<file path="src/assert_macros.svh">
// ---------------------------------------------------------------------------
// assert_macros.svh
// Assertion shorthands used by the gradient filter front end.
// ---------------------------------------------------------------------------
`ifndef ASSERT_MACROS_SVH
`define ASSERT_MACROS_SVH

// Condition that must hold at every clock edge outside reset.
`define EG_ASSERT(lbl, clk, rstn, cond) \
    lbl: assert property (@(posedge clk) disable iff (!rstn) (cond)) \
    else $error("assertion failed");

// Antecedent in one cycle implies the consequent in the next cycle.
`define EG_ASSERT_NEXT(lbl, clk, rstn, ante, cons) \
    lbl: assert property (@(posedge clk) disable iff (!rstn) (ante) |=> (cons)) \
    else $error("assertion failed");

`endif

</file>
<file path="src/eg5x5_pkg.sv">
// ---------------------------------------------------------------------------
// eg5x5_pkg
// Shared types, field widths and mask taps of the 5x5 gradient filter.
// ---------------------------------------------------------------------------
package eg5x5_pkg;

    // Default sizing of the line store, row counter and queue.
    localparam int MAX_WIDTH_DEF   = 2048;
    localparam int MAX_HEIGHT_DEF  = 4096;
    localparam int QUEUE_DEPTH_DEF = 4;

    // Field widths.
    localparam int PIX_W      = 8;
    localparam int WIN_N      = 5;
    localparam int COLUMN_W   = PIX_W * WIN_N;
    localparam int STORE_W    = PIX_W * (WIN_N - 1);
    localparam int GRAD_W     = 15;
    localparam int ROW_W      = 12;
    localparam int COL_W      = 11;
    localparam int OUT_DATA_W = 56;
    localparam int OUT_PAD_W  = OUT_DATA_W - 2 * GRAD_W - ROW_W - COL_W;
    localparam int IN_DATA_W  = 8;

    // Configuration registers.
    localparam int LW_W       = 12;
    localparam int FH_W       = 13;
    localparam int CFG_ADDR_W = 1;
    localparam int CFG_DATA_W = 13;
    localparam int LW_RESET   = 640;
    localparam int FH_RESET   = 480;
    localparam int LW_MIN     = 8;
    localparam int FH_MIN     = 5;

    localparam logic [CFG_ADDR_W-1:0] REG_LINE_WIDTH   = 1'd0;
    localparam logic [CFG_ADDR_W-1:0] REG_FRAME_HEIGHT = 1'd1;

    // X mask, [row][col], row 0 the oldest row. The Y mask is its transpose.
    localparam int TAP_X [WIN_N][WIN_N] = '{
        '{  0,  -6, 0,  6,  0 },
        '{-12, -20, 0, 20, 12 },
        '{-22, -20, 0, 20, 22 },
        '{-12, -20, 0, 20, 12 },
        '{  0,  -6, 0,  6,  0 }
    };

    // One classified pixel, handed from the front end to the back end.
    typedef struct packed {
        logic [COLUMN_W-1:0] column;
        logic                emit;
        logic                frame_done;
        logic [ROW_W-1:0]    row;
        logic [COL_W-1:0]    col;
    } eg5x5_item_t;

    // Queue status seen by both ends.
    typedef struct packed {
        logic full;
        logic empty;
    } eg5x5_qstat_t;

endpackage

</file>
<file path="src/eg5x5_back.sv">
// ---------------------------------------------------------------------------
// eg5x5_back
// Shifts columns into the 5x5 window, sums the X and Y masks in two
// registered steps and holds the result for the output transfer.
// ---------------------------------------------------------------------------
module eg5x5_back (
    input  logic                                 aclk,
    input  logic                                 aresetn,
    input  eg5x5_pkg::eg5x5_qstat_t              qstat,
    input  eg5x5_pkg::eg5x5_item_t               pop_item,
    output logic                                 pop,
    output logic                                 m_valid,
    input  logic                                 m_ready,
    output logic [eg5x5_pkg::OUT_DATA_W-1:0]     m_data,
    output logic                                 m_last
);

    localparam int N     = eg5x5_pkg::WIN_N;
    localparam int PW    = eg5x5_pkg::PIX_W;
    localparam int RS_W  = 16;
    localparam int SUM_W = 17;
    localparam int GW    = eg5x5_pkg::GRAD_W;

    logic en;

    // Window, column 0 the oldest, byte 0 of a column the newest row.
    logic [eg5x5_pkg::COLUMN_W-1:0] win_reg [N];
    logic                           b1_valid_reg;
    logic                           b1_done_reg;
    logic [eg5x5_pkg::ROW_W-1:0]    b1_row_reg;
    logic [eg5x5_pkg::COL_W-1:0]    b1_col_reg;

    // Per-row partial sums.
    logic signed [RS_W-1:0]         px_s [N][N];
    logic signed [RS_W-1:0]         rx_next [N];
    logic signed [RS_W-1:0]         ry_next [N];
    logic signed [RS_W-1:0]         rx_reg [N];
    logic signed [RS_W-1:0]         ry_reg [N];
    logic                           b2_valid_reg;
    logic                           b2_done_reg;
    logic [eg5x5_pkg::ROW_W-1:0]    b2_row_reg;
    logic [eg5x5_pkg::COL_W-1:0]    b2_col_reg;

    // Final sums and halving.
    logic signed [SUM_W-1:0]        sum_x;
    logic signed [SUM_W-1:0]        sum_y;
    logic signed [SUM_W-1:0]        adj_x;
    logic signed [SUM_W-1:0]        adj_y;
    logic signed [SUM_W-1:0]        half_x;
    logic signed [SUM_W-1:0]        half_y;

    logic                           m_valid_reg;
    logic                           m_last_reg;
    logic [eg5x5_pkg::OUT_DATA_W-1:0] m_data_reg;

    // The whole back end advances together when the output slot frees up.
    assign en  = !m_valid_reg || m_ready;
    assign pop = en && !qstat.empty;

    // Window shift and first stage.
    always_ff @(posedge aclk) begin
        if (!aresetn) begin
            for (int j = 0; j < N; j++) begin
                win_reg[j] <= '0;
            end
            b1_valid_reg <= 1'b0;
        end else if (en) begin
            if (pop) begin
                for (int j = 0; j < N - 1; j++) begin
                    win_reg[j] <= win_reg[j + 1];
                end
                win_reg[N - 1] <= pop_item.column;
            end
            b1_valid_reg <= pop && pop_item.emit;
        end
    end

    always_ff @(posedge aclk) begin
        if (en) begin
            b1_done_reg <= pop_item.frame_done;
            b1_row_reg  <= pop_item.row;
            b1_col_reg  <= pop_item.col;
        end
    end

    // Row sums of both masks over the current window.
    always_comb begin
        for (int i = 0; i < N; i++) begin
            for (int j = 0; j < N; j++) begin
                px_s[i][j] = $signed(RS_W'(win_reg[j][PW * (N - 1 - i) +: PW]));
            end
        end
        for (int i = 0; i < N; i++) begin
            rx_next[i] = '0;
            ry_next[i] = '0;
            for (int j = 0; j < N; j++) begin
                rx_next[i] = rx_next[i] + px_s[i][j] * RS_W'(eg5x5_pkg::TAP_X[i][j]);
                ry_next[i] = ry_next[i] + px_s[i][j] * RS_W'(eg5x5_pkg::TAP_X[j][i]);
            end
        end
    end

    always_ff @(posedge aclk) begin
        if (!aresetn) begin
            b2_valid_reg <= 1'b0;
        end else if (en) begin
            b2_valid_reg <= b1_valid_reg;
        end
    end

    always_ff @(posedge aclk) begin
        if (en) begin
            for (int i = 0; i < N; i++) begin
                rx_reg[i] <= rx_next[i];
                ry_reg[i] <= ry_next[i];
            end
            b2_done_reg <= b1_done_reg;
            b2_row_reg  <= b1_row_reg;
            b2_col_reg  <= b1_col_reg;
        end
    end

    // Total of the rows, halved toward zero.
    always_comb begin
        sum_x = '0;
        sum_y = '0;
        for (int i = 0; i < N; i++) begin
            sum_x = sum_x + SUM_W'(rx_reg[i]);
            sum_y = sum_y + SUM_W'(ry_reg[i]);
        end
        adj_x  = sum_x + $signed(SUM_W'(sum_x[SUM_W-1]));
        adj_y  = sum_y + $signed(SUM_W'(sum_y[SUM_W-1]));
        half_x = adj_x >>> 1;
        half_y = adj_y >>> 1;
    end

    // Output register.
    always_ff @(posedge aclk) begin
        if (!aresetn) begin
            m_valid_reg <= 1'b0;
        end else if (en) begin
            m_valid_reg <= b2_valid_reg;
        end
    end

    always_ff @(posedge aclk) begin
        if (en) begin
            m_last_reg <= b2_done_reg;
            m_data_reg <= {{eg5x5_pkg::OUT_PAD_W{1'b0}}, b2_col_reg, b2_row_reg,
                           half_y[GW-1:0], half_x[GW-1:0]};
        end
    end

    assign m_valid = m_valid_reg;
    assign m_last  = m_last_reg;
    assign m_data  = m_data_reg;

endmodule

</file>
<file path="config.mk">
export PLATFORM = sky130hd
export DESIGN_NAME = eg5x5_back
export DESIGN_NICKNAME = d
export VERILOG_FILES = /design/src/assert_macros.svh /design/src/eg5x5_pkg.sv /design/src/eg5x5_back.sv
export SDC_FILE = /design/constraint.sdc
export NUM_CORES = 2
export LEC_CHECK = 0
export BUFFER_PORTS_ARGS = -buffer_cell sky130_fd_sc_hd__buf_2
export CAP_MARGIN = 20
export CORE_MARGIN = 2
export CORE_UTILIZATION = 64
export DETAILED_ROUTE_END_ITERATION = 16
export MAX_ROUTING_LAYER = met4
export PLACE_DENSITY_LB_ADDON = 0.2
export RECOVER_POWER = 100
export SETUP_SLACK_MARGIN = 0.1
export SYNTH_ARGS = -nofsm -noshare
export SYNTH_HDL_FRONTEND = slang
export SYNTH_SLANG_ARGS = --single-unit
</file>
<file path="constraint.sdc">
create_clock -name aclk -period 17.4 [get_ports aclk]
set_input_delay 1.74 -clock aclk [delete_from_list [all_inputs] [get_ports aclk]]
set_output_delay 1.74 -clock aclk [all_outputs]
set_load 0.05 [all_outputs]
</file>
==> reports/results.txt <==
Outcome: complete, but fails checks
Failing checks: capacitance limit, slew limit
Required time worst endpoint: 17,170 ps
TritonCTS sink count: 416
Worst stage delay on the critical path: 4330 ps
Cell total after placement: 4,094
Max reg flops: 184
CTS root buf: clkbuf_16
CP Cell Sequence: buf_2 > nor2b_1 > clkinvlp_2 > clkbuf_1 > clkbuf_1
Max Cap Viol: 7
WL per Instance: 19.1 um
Total number of vias: 24,200
Die height: 244 um
CTS-repair resized insts: 0
Vias in the first global route: 25,100
CTS Buf Count: 48
Mapped Cells: 3,243
CP Max Fanout: 141
GR Overflow Total: 0
CP dominant cell by count: clkbuf_1
Core area: 57,500 um2
Routed WL: 79,900 um
Routability congestion estimate from global placement: 0.934
Slowest cell on crit path: clkinvlp_2
Post-synth top area share: 0.335
ANT cells: 0
Initial DRC Count: 1,497
Top FF cell, synth: edfxtp_1
First-pass GRT wire length: 128,000 um
Post-CTS Hold Fix Bufs: 0
Post-CTS Setup Bufs: 0
Hold Crit Class: flip-flop to flip-flop
Min Clock Period, post-route: 10,020 ps
RSZ-0062 raised after global routing: false
Drc violations: 0
CTS tree: yes
Peak Freq: 99.8 MHz
Synth unique cells: 71
Syn Area/Cell: 11.4 um2
Filler cells: 4,180
Cell Area, Synth: 37,000 um2
IO Port Bufs: 124
# IOs: 129
Pin count of the biggest net entering global routing: 142
Via density: 5.78
Synth area leaders: edfxtp_1 34%, ha_1 20%, fa_1 16%
Proportion of layout cells with a drive suffix above 1: 0.0506
Die extent in x: 244 um
Yosys reg bits: 416
H-tree depth: 2
Max-slew violation count: 599
CP Data Arrival Time: 9790 ps
Area of the multi-input gates: 22,500 um2
CP endpoint kind: flip-flop
Setup Skew: 29.9 ps
Async set or reset register ratio after synthesis: 0
Worst skew pair latency: 620 ps
Setup CP Type: primary input to flip-flop
Detail Route Antenna Nets: 0
Initial antenna violation count: 0
Post-synthesis sequential area ratio: 0.337
Startpoint Class: primary input
Max clock buf depth: 3
FF+latch area: 12,500 um2
Clk slew on worst S/H paths: 60 ps
Post-synth top area cell: edfxtp_1
Area grow syn2layout: 8.05%
Final Hold Vio Count: 0
EDFF count, synth: 413
Initial DRT Pass Iterations: 6
Final Instance Count excl. Fillers: 4,182
Worst slew margin: -2.84
Slew of the pin with the lowest slew margin: 5760 ps
Die Area: 59,800 um2
Initial Utilization: 0.644
Finish-stage setup viols: 0
GRT Total Usage: 0.281
Nets: 4,356
Post-DP HPWL: 62,200 um
Fin crit share: 0.576
Setup tns final: 0 ps
Std cell rows: 88
Synth warn: 0
[through the flow]
stage	instance area [um2]	utilization	worst slack [ps]	hold slack (ps)
after floorplan	37000	-	1640	400
after global placement	38500	0.670	10940	400
after detailed placement	38500	0.670	10810	405
after CTS	40100	0.698	10800	414
after global routing	40000	0.696	6200	423
final	40000	0.696	7380	408
[cells in the final DEF (no fill, tap or decap), types with 14 or more instances in the layout]
| master | count |
|---|---|
| a21o_1 | 59 |
| clkbuf_16 | 49 |
| xnor2_1 | 189 |
| o211ai_1 | 14 |
| o31a_1 | 16 |
| o41ai_1 | 18 |
| nand3_1 | 19 |
| o21ai_0 | 99 |
| o21a_1 | 62 |
| edfxtp_1 | 413 |
| a21boi_0 | 16 |
| a21oi_1 | 154 |
| and3_1 | 191 |
| nor2_1 | 156 |
| inv_1 | 486 |
| fa_1 | 301 |
| xor2_1 | 53 |
| nand2_1 | 62 |
| o21bai_1 | 24 |
| nor2b_1 | 58 |
| buf_2 | 64 |
| nand2b_1 | 26 |
| nor3_1 | 38 |
| a211oi_1 | 15 |
| ha_1 | 605 |
| clkbuf_1 | 70 |
[layer usage]
metal | up-vias | global-route usage | routed length (um)
met5 | - | - | 0
met4 | 0 | 0.0904 | 2780
met3 | 144 | 0.0285 | 3550
met2 | 579 | 0.457 | 38500
met1 | 11900 | 0.374 | 35100
li1 | 11600 | - | -
[path summary, 6_finish.rpt]
| kind | startpoint | endpoint | slack (ps) | cells past startpoint |
|---|---|---|---|---|
| setup reg to reg | m_valid | m_data[35] | 8270 | 4 |
| hold / removal | b2_col_reg[10] | m_data[52] | 410 | 0 |
| hold reg to reg | b2_col_reg[10] | m_data[52] | 410 | 0 |
| setup / recovery | m_ready | m_data[35] | 7380 | 5 |
[cells in the mapped netlist (all sizes together), types with 10 or more instances]
library cell	count
a211oi	15
a21boi	16
a21o	59
a21oi	157
and3	192
clkbuf	44
edfxtp	413
fa	301
ha	605
inv	487
nand2	62
nand2b	26
nand3	19
nor2	157
nor2b	59
nor3	38
o211ai	14
o21a	62
o21ai	99
o21bai	25
o31a	17
o31ai	10
o41ai	20
or2	11
xnor2	189
xor2	53
[cells by family after synthesis]
logic type / synth area share
other: 0.000101
XOR/XNOR: 0.0573
flip-flops: 0.337
adder cells (fa/ha/maj): 0.367
buffers and inverters: 0.0545
multiplexers: 0.00108
AND/OR/NAND/NOR: 0.0869
AO/OA/AOI/OAI: 0.0959
[worst max-delay path: cells and delay by family]
family,cells,cell delay (ps)
buf+inv,4,7270
simple gates,1,500
[layout make-up]
cell class              instances  share of cell area
multi-input cells            2295               0.563
flip-flops and latches        416               0.312
inverters                     487              0.0458
clock buffers                  54              0.0314
well taps                     765              0.0239
repair buffers                132              0.0146
clock inverters                33             0.00933
Power is not shown: default switching activity piles up to over one toggle a cycle in this logic, so the estimate is an artifact.
