===== config.mk =====
export PLATFORM = sky130hd
export DESIGN_NAME = eg5x5_fifo
export DESIGN_NICKNAME = d
export VERILOG_FILES = /design/src/assert_macros.svh /design/src/eg5x5_pkg.sv /design/src/eg5x5_fifo.sv
export SDC_FILE = /design/constraint.sdc
export NUM_CORES = 1
export LEC_CHECK = 0
export BUFFER_PORTS_ARGS = -buffer_cell sky130_fd_sc_hd__clkbuf_2
export CAP_MARGIN = 15
export CORE_ASPECT_RATIO = 0.8
export CORE_MARGIN = 2
export CORE_UTILIZATION = 50
export CTS_BUF_LIST = sky130_fd_sc_hd__clkbuf_2 sky130_fd_sc_hd__clkbuf_4 sky130_fd_sc_hd__clkbuf_8
export CTS_CLUSTER_DIAMETER = 80
export CTS_CLUSTER_SIZE = 25
export DETAILED_ROUTE_END_ITERATION = 16
export PLACE_DENSITY = 0.73
export SLEW_MARGIN = 0
export SYNTH_ARGS = -nofsm -noshare
export SYNTH_HDL_FRONTEND = slang
export SYNTH_SLANG_ARGS = --single-unit

===== constraint.sdc =====
create_clock -name aclk -period 3.2 [get_ports aclk]
set_input_delay 0.64 -clock aclk [delete_from_list [all_inputs] [get_ports aclk]]
set_output_delay 0.64 -clock aclk [all_outputs]
set_load 0.03 [all_outputs]

===== src/assert_macros.svh =====
// ---------------------------------------------------------------------------
// assert_macros.svh
// Assertion shorthands used by the gradient filter front end.
// ---------------------------------------------------------------------------
`ifndef ASSERT_MACROS_SVH
`define ASSERT_MACROS_SVH

// Condition that must hold at every clock edge outside reset.
`define EG_ASSERT(lbl, clk, rstn, cond) \
    lbl: assert property (@(posedge clk) disable iff (!rstn) (cond)) \
    else $error("assertion failed");

// Antecedent in one cycle implies the consequent in the next cycle.
`define EG_ASSERT_NEXT(lbl, clk, rstn, ante, cons) \
    lbl: assert property (@(posedge clk) disable iff (!rstn) (ante) |=> (cons)) \
    else $error("assertion failed");

`endif


===== src/eg5x5_pkg.sv =====
// ---------------------------------------------------------------------------
// eg5x5_pkg
// Shared types, field widths and mask taps of the 5x5 gradient filter.
// ---------------------------------------------------------------------------
package eg5x5_pkg;

    // Default sizing of the line store, row counter and queue.
    localparam int MAX_WIDTH_DEF   = 2048;
    localparam int MAX_HEIGHT_DEF  = 4096;
    localparam int QUEUE_DEPTH_DEF = 4;

    // Field widths.
    localparam int PIX_W      = 8;
    localparam int WIN_N      = 5;
    localparam int COLUMN_W   = PIX_W * WIN_N;
    localparam int STORE_W    = PIX_W * (WIN_N - 1);
    localparam int GRAD_W     = 15;
    localparam int ROW_W      = 12;
    localparam int COL_W      = 11;
    localparam int OUT_DATA_W = 56;
    localparam int OUT_PAD_W  = OUT_DATA_W - 2 * GRAD_W - ROW_W - COL_W;
    localparam int IN_DATA_W  = 8;

    // Configuration registers.
    localparam int LW_W       = 12;
    localparam int FH_W       = 13;
    localparam int CFG_ADDR_W = 1;
    localparam int CFG_DATA_W = 13;
    localparam int LW_RESET   = 640;
    localparam int FH_RESET   = 480;
    localparam int LW_MIN     = 8;
    localparam int FH_MIN     = 5;

    localparam logic [CFG_ADDR_W-1:0] REG_LINE_WIDTH   = 1'd0;
    localparam logic [CFG_ADDR_W-1:0] REG_FRAME_HEIGHT = 1'd1;

    // X mask, [row][col], row 0 the oldest row. The Y mask is its transpose.
    localparam int TAP_X [WIN_N][WIN_N] = '{
        '{  0,  -6, 0,  6,  0 },
        '{-12, -20, 0, 20, 12 },
        '{-22, -20, 0, 20, 22 },
        '{-12, -20, 0, 20, 12 },
        '{  0,  -6, 0,  6,  0 }
    };

    // One classified pixel, handed from the front end to the back end.
    typedef struct packed {
        logic [COLUMN_W-1:0] column;
        logic                emit;
        logic                frame_done;
        logic [ROW_W-1:0]    row;
        logic [COL_W-1:0]    col;
    } eg5x5_item_t;

    // Queue status seen by both ends.
    typedef struct packed {
        logic full;
        logic empty;
    } eg5x5_qstat_t;

endpackage


===== src/eg5x5_fifo.sv =====
// ---------------------------------------------------------------------------
// eg5x5_fifo
// Short queue of classified pixels between the front and back ends.
// ---------------------------------------------------------------------------
module eg5x5_fifo #(
    parameter int DEPTH = eg5x5_pkg::QUEUE_DEPTH_DEF
) (
    input  logic                     aclk,
    input  logic                     aresetn,
    input  logic                     push,
    input  eg5x5_pkg::eg5x5_item_t   push_item,
    input  logic                     pop,
    output eg5x5_pkg::eg5x5_item_t   pop_item,
    output eg5x5_pkg::eg5x5_qstat_t  qstat
);

    localparam int PTR_W = $clog2(DEPTH);
    localparam int CNT_W = $clog2(DEPTH + 1);

    eg5x5_pkg::eg5x5_item_t slots_reg [DEPTH];
    logic [PTR_W-1:0] wr_ptr_reg;
    logic [PTR_W-1:0] rd_ptr_reg;
    logic [CNT_W-1:0] cnt_reg;
    logic             do_push;
    logic             do_pop;

    assign qstat.full  = (cnt_reg == CNT_W'(DEPTH));
    assign qstat.empty = (cnt_reg == '0);
    assign do_push     = push && !qstat.full;
    assign do_pop      = pop && !qstat.empty;
    assign pop_item    = slots_reg[rd_ptr_reg];

    // Storage.
    always_ff @(posedge aclk) begin
        if (do_push) begin
            slots_reg[wr_ptr_reg] <= push_item;
        end
    end

    // Pointers and fill level.
    always_ff @(posedge aclk) begin
        if (!aresetn) begin
            wr_ptr_reg <= '0;
            rd_ptr_reg <= '0;
            cnt_reg    <= '0;
        end else begin
            if (do_push) begin
                wr_ptr_reg <= (wr_ptr_reg == PTR_W'(DEPTH - 1)) ? '0 : wr_ptr_reg + PTR_W'(1);
            end
            if (do_pop) begin
                rd_ptr_reg <= (rd_ptr_reg == PTR_W'(DEPTH - 1)) ? '0 : rd_ptr_reg + PTR_W'(1);
            end
            case ({do_push, do_pop})
                2'b10:   cnt_reg <= cnt_reg + CNT_W'(1);
                2'b01:   cnt_reg <= cnt_reg - CNT_W'(1);
                default: cnt_reg <= cnt_reg;
            endcase
        end
    end

endmodule


==> run_summary.xml <==
<?xml version="1.0" encoding="UTF-8"?>
<metrics>
  <group name="detailed_routing">
    <metric name="via_per_inst" unit="">5.51</metric>
    <metric name="totalWireLength" unit="um">17400</metric>
    <metric name="number_of_nets_still_failing_antenna_checks_after_routing" unit="">0</metric>
    <metric name="drc" unit="">0</metric>
    <metric name="detail_route.iter0.violations" unit="">251</metric>
    <metric name="wl_per_cell" unit="um">21.4</metric>
    <metric name="route.vias.total" unit="">4477</metric>
    <metric name="drt_first_pass_iters" unit="">4</metric>
  </group>
  <group name="setup_path">
    <metric name="critical_path_capture_point_type" unit="">output port</metric>
    <metric name="criticalPathCategory" unit="">reg -&gt; out</metric>
    <metric name="arr_time_crit_path" unit="ns">2.28</metric>
    <metric name="worst_ep_required_time" unit="ns">2.56</metric>
    <metric name="crit_fanout" unit="">27</metric>
    <metric name="startpoint_type" unit="">flip-flop</metric>
  </group>
  <group name="hold_path">
    <metric name="hp-class" unit="">in -&gt; reg</metric>
  </group>
  <group name="clock_network">
    <metric name="clk-insertion-delay-late" unit="ns">0.51</metric>
    <metric name="post-cts-setup-buffer-count" unit="">0</metric>
    <metric name="clock_path_buffers" unit="">3</metric>
    <metric name="cts_root_buf" unit="">sky130_fd_sc_hd__clkbuf_8</metric>
    <metric name="clock_sinks" unit="">269</metric>
    <metric name="clock_pin_slew_on_the_worst_setup_and_hold_paths" unit="ns">0.14</metric>
    <metric name="cts_tree" unit="">yes</metric>
    <metric name="cts_resized" unit="">0</metric>
    <metric name="cts_htree_levels" unit="">1</metric>
    <metric name="numCtsBuffers" unit="">14</metric>
    <metric name="cts.hold.buffers_added" unit="">0</metric>
  </group>
  <group name="grt">
    <metric name="grt_remaining_overflow" unit="">0</metric>
    <metric name="maximum_number_of_pins_on_one_net_before_global_route_repair" unit="">35</metric>
    <metric name="first_global_vias" unit="">4760</metric>
    <metric name="antenna_found_initial" unit="">2</metric>
    <metric name="global_route_wire_length_before_repair" unit="um">26700</metric>
    <metric name="global_route.usage.total" unit="%">16.8</metric>
  </group>
  <group name="power">
    <metric name="power.density" unit="nW/um^2">750</metric>
    <metric name="power_frac_comb" unit="%">30.2</metric>
    <metric name="switching_power" unit="mW">2.69</metric>
    <metric name="power_leakage" unit="nW">3.73</metric>
    <metric name="seqPwrFrac" unit="%">53.0</metric>
    <metric name="switching_share" unit="%">32.0</metric>
    <metric name="power.internal" unit="mW">5.71</metric>
    <metric name="max-vdd-ir-drop" unit="mV">0.561</metric>
    <metric name="share_clk_of_total_power" unit="%">16.8</metric>
  </group>
  <group name="place">
    <metric name="buffer_ports.inserted" unit="">135</metric>
    <metric name="placed_cells_incl_taps" unit="">792</metric>
    <metric name="gp_congestion" unit="">0.742</metric>
    <metric name="place.detailed.hpwl" unit="um">11300</metric>
  </group>
  <group name="sta">
    <metric name="period_minus_slack" unit="ns">2.92</metric>
    <metric name="hold_viol_final" unit="">0</metric>
    <metric name="finalCritPeriodShare" unit="%">91.2</metric>
    <metric name="grt_setup_unrepaired" unit="">no</metric>
    <metric name="fin_setup_tns" unit="ns">0</metric>
    <metric name="setup_viol" unit="">0</metric>
    <metric name="drv_slew" unit="">0</metric>
    <metric name="max_freq" unit="GHz">0.343</metric>
    <metric name="relSlewSlack" unit="%">61.0</metric>
    <metric name="finClkSkew" unit="ns">0.0166</metric>
    <metric name="worst-slew-pin-transition" unit="ns">0.584</metric>
  </group>
  <group name="cells_and_area">
    <metric name="area.growth.synth_to_final" unit="%">12.8</metric>
    <metric name="final_cells" unit="">813</metric>
    <metric name="drive_gt1_share" unit="%">43.9</metric>
    <metric name="largest_reg_flops" unit="">260</metric>
    <metric name="fin_nets" unit="">620</metric>
    <metric name="filler_cell_count" unit="">1463</metric>
  </group>
  <group name="floorplanning">
    <metric name="die_h" unit="um">130</metric>
    <metric name="boundaryPins" unit="">136</metric>
    <metric name="die-area" unit="um^2">21000</metric>
    <metric name="std_cell_rows" unit="">46</metric>
    <metric name="start_util" unit="%">50.5</metric>
    <metric name="die_width" unit="um">161</metric>
    <metric name="core-area" unit="um^2">19600</metric>
  </group>
  <group name="synthesis">
    <metric name="yosys.area.top_type" unit="">sky130_fd_sc_hd__edfxtp_1</metric>
    <metric name="ys_seq_area_share" unit="%">80.5</metric>
    <metric name="synth_edf_count" unit="">260</metric>
    <metric name="synthesis.area_per_instance" unit="um^2">25.1</metric>
    <metric name="synthTopCellsByCount" unit="">sky130_fd_sc_hd__edfxtp_1, sky130_fd_sc_hd__mux4_2, sky130_fd_sc_hd__dfxtp_1</metric>
    <metric name="netlist.area_leader.share" unit="%">78.7</metric>
    <metric name="netlist_instances" unit="">395</metric>
    <metric name="yosys-top-cells-area" unit="">sky130_fd_sc_hd__edfxtp_1, sky130_fd_sc_hd__mux4_2, sky130_fd_sc_hd__dfxtp_1, sky130_fd_sc_hd__buf_12, sky130_fd_sc_hd__ha_1</metric>
    <metric name="synth_top_flop_cell" unit="">sky130_fd_sc_hd__edfxtp_1</metric>
    <metric name="ys_ff_latch" unit="">269</metric>
    <metric name="asyncSetResetFlopFracSynth" unit="%">0</metric>
    <metric name="synth_most_common_cell" unit="">sky130_fd_sc_hd__edfxtp_1</metric>
    <metric name="synth-warning-count" unit="">0</metric>
    <metric name="syn_area" unit="um^2">9920</metric>
    <metric name="post_synth_num_cell_types" unit="">25</metric>
    <metric name="mappedNetlistNets" unit="">471</metric>
  </group>
  <group name="job">
    <metric name="max-cap-violations" unit="">0</metric>
  </group>
  <group name="status">
    <metric name="result_of_the_run" unit="">finished, final reports clean</metric>
  </group>
</metrics>
[final timing paths]
| kind | start | to | slack (ns) | cells past startpoint |
|---|---|---|---|---|
| hold / removal | push_item[54] | slots_reg[0][54] | 0.33 | 1 |
| hold reg to reg | wr_ptr_reg[1] | wr_ptr_reg[1] | 0.52 | 2 |
| setup reg to reg | cnt_reg[1] | cnt_reg[2] | 0.98 | 9 |
| setup / recovery | flip-flop | pop_item[10] | 0.28 | 3 |
[layer usage]
layer  up-vias  part of all wire, %  wire [um]  GRT usage (%)
li1       1943                    -          -              -
met1      2359                   42       7320           23.2
met2       153                   48       8370           27.5
met3        22                  8.3       1450           5.05
met4         0                  1.5        260           3.05
met5         -                    0          0              0
[cell type report]
| cell class | count | area [um^2] | area share [%] |
|---|---|---|---|
| flip-flops and latches | 269 | 8000 | 71.4 |
| well taps | 264 | 330 | 2.95 |
| inverters | 7 | 26.3 | 0.235 |
| repair buffers | 149 | 843 | 7.54 |
| multi-input cells | 103 | 1750 | 15.7 |
| clock inverters | 1 | 8.76 | 0.0783 |
| diodes | 2 | 5.00 | 0.0447 |
| clock buffers | 18 | 229 | 2.05 |
[cell families after synthesis]
group           Yosys count  synth area share (%)
compound gates            6                 0.353
xor+xnor                  2                 0.177
fa+ha+maj                 7                 0.959
buf+inv                  23                  1.89
flops                   269                  80.5
mux                      67                  15.0
simple gates             21                  1.12
[power groups by stage]
stage               sequential [mW]  combinational (mW)  clock (mW)
floorplan                      4.41                2.03           0
global placement               4.51                2.55           0
CTS                            4.46                2.59        1.47
detailed placement             4.54                2.58           0
global route                   4.49                2.71        1.57
finish                         4.44                2.54        1.41
[metrics by stage]
stage	area, um^2	utilization, %	power (mW)	setup WS, ns	hold slack [ns]
finish	11200	57.0	8.39	0.282	0.333
global route	11200	57.0	8.77	0.0799	0.296
CTS	11200	57.0	8.52	0.171	0.299
detailed placement	10900	55.8	7.12	0.768	0.500
global placement	10900	55.8	7.06	0.767	0.479
floorplan	9920	-	6.45	0.316	0.468
[layout by cell type (no fill, tap or decap)]
master,n
sky130_fd_sc_hd__nor2_1,2
sky130_fd_sc_hd__buf_12,5
sky130_fd_sc_hd__and2_1,2
sky130_fd_sc_hd__clkbuf_2,135
sky130_fd_sc_hd__mux4_2,65
sky130_fd_sc_hd__nand3_1,2
sky130_fd_sc_hd__mux2i_1,2
sky130_fd_sc_hd__o31ai_1,1
sky130_fd_sc_hd__dfxtp_4,2
sky130_fd_sc_hd__a21boi_0,1
sky130_fd_sc_hd__clkbuf_4,3
sky130_fd_sc_hd__o21ai_0,4
sky130_fd_sc_hd__dfxtp_1,7
sky130_fd_sc_hd__clkinv_4,1
sky130_fd_sc_hd__ha_1,6
sky130_fd_sc_hd__xor2_1,1
sky130_fd_sc_hd__nand2_1,7
sky130_fd_sc_hd__and2_4,4
sky130_fd_sc_hd__nor3b_2,1
sky130_fd_sc_hd__xnor2_1,1
sky130_fd_sc_hd__fa_1,1
sky130_fd_sc_hd__or3_1,1
sky130_fd_sc_hd__nor2b_1,1
sky130_fd_sc_hd__inv_1,7
sky130_fd_sc_hd__buf_4,9
sky130_fd_sc_hd__clkbuf_8,15
sky130_fd_sc_hd__nor3_1,1
sky130_fd_sc_hd__edfxtp_1,260
sky130_fd_sc_hd__diode_2,2
[worst max-delay path: stages (launching register included)]
cell and delay [ns]:
sky130_fd_sc_hd__dfxtp_4 0.67, sky130_fd_sc_hd__buf_12 0.30, sky130_fd_sc_hd__mux4_2 0.55, sky130_fd_sc_hd__clkbuf_2 0.21
No activity file was read; power rests on OpenSTA's default activity.
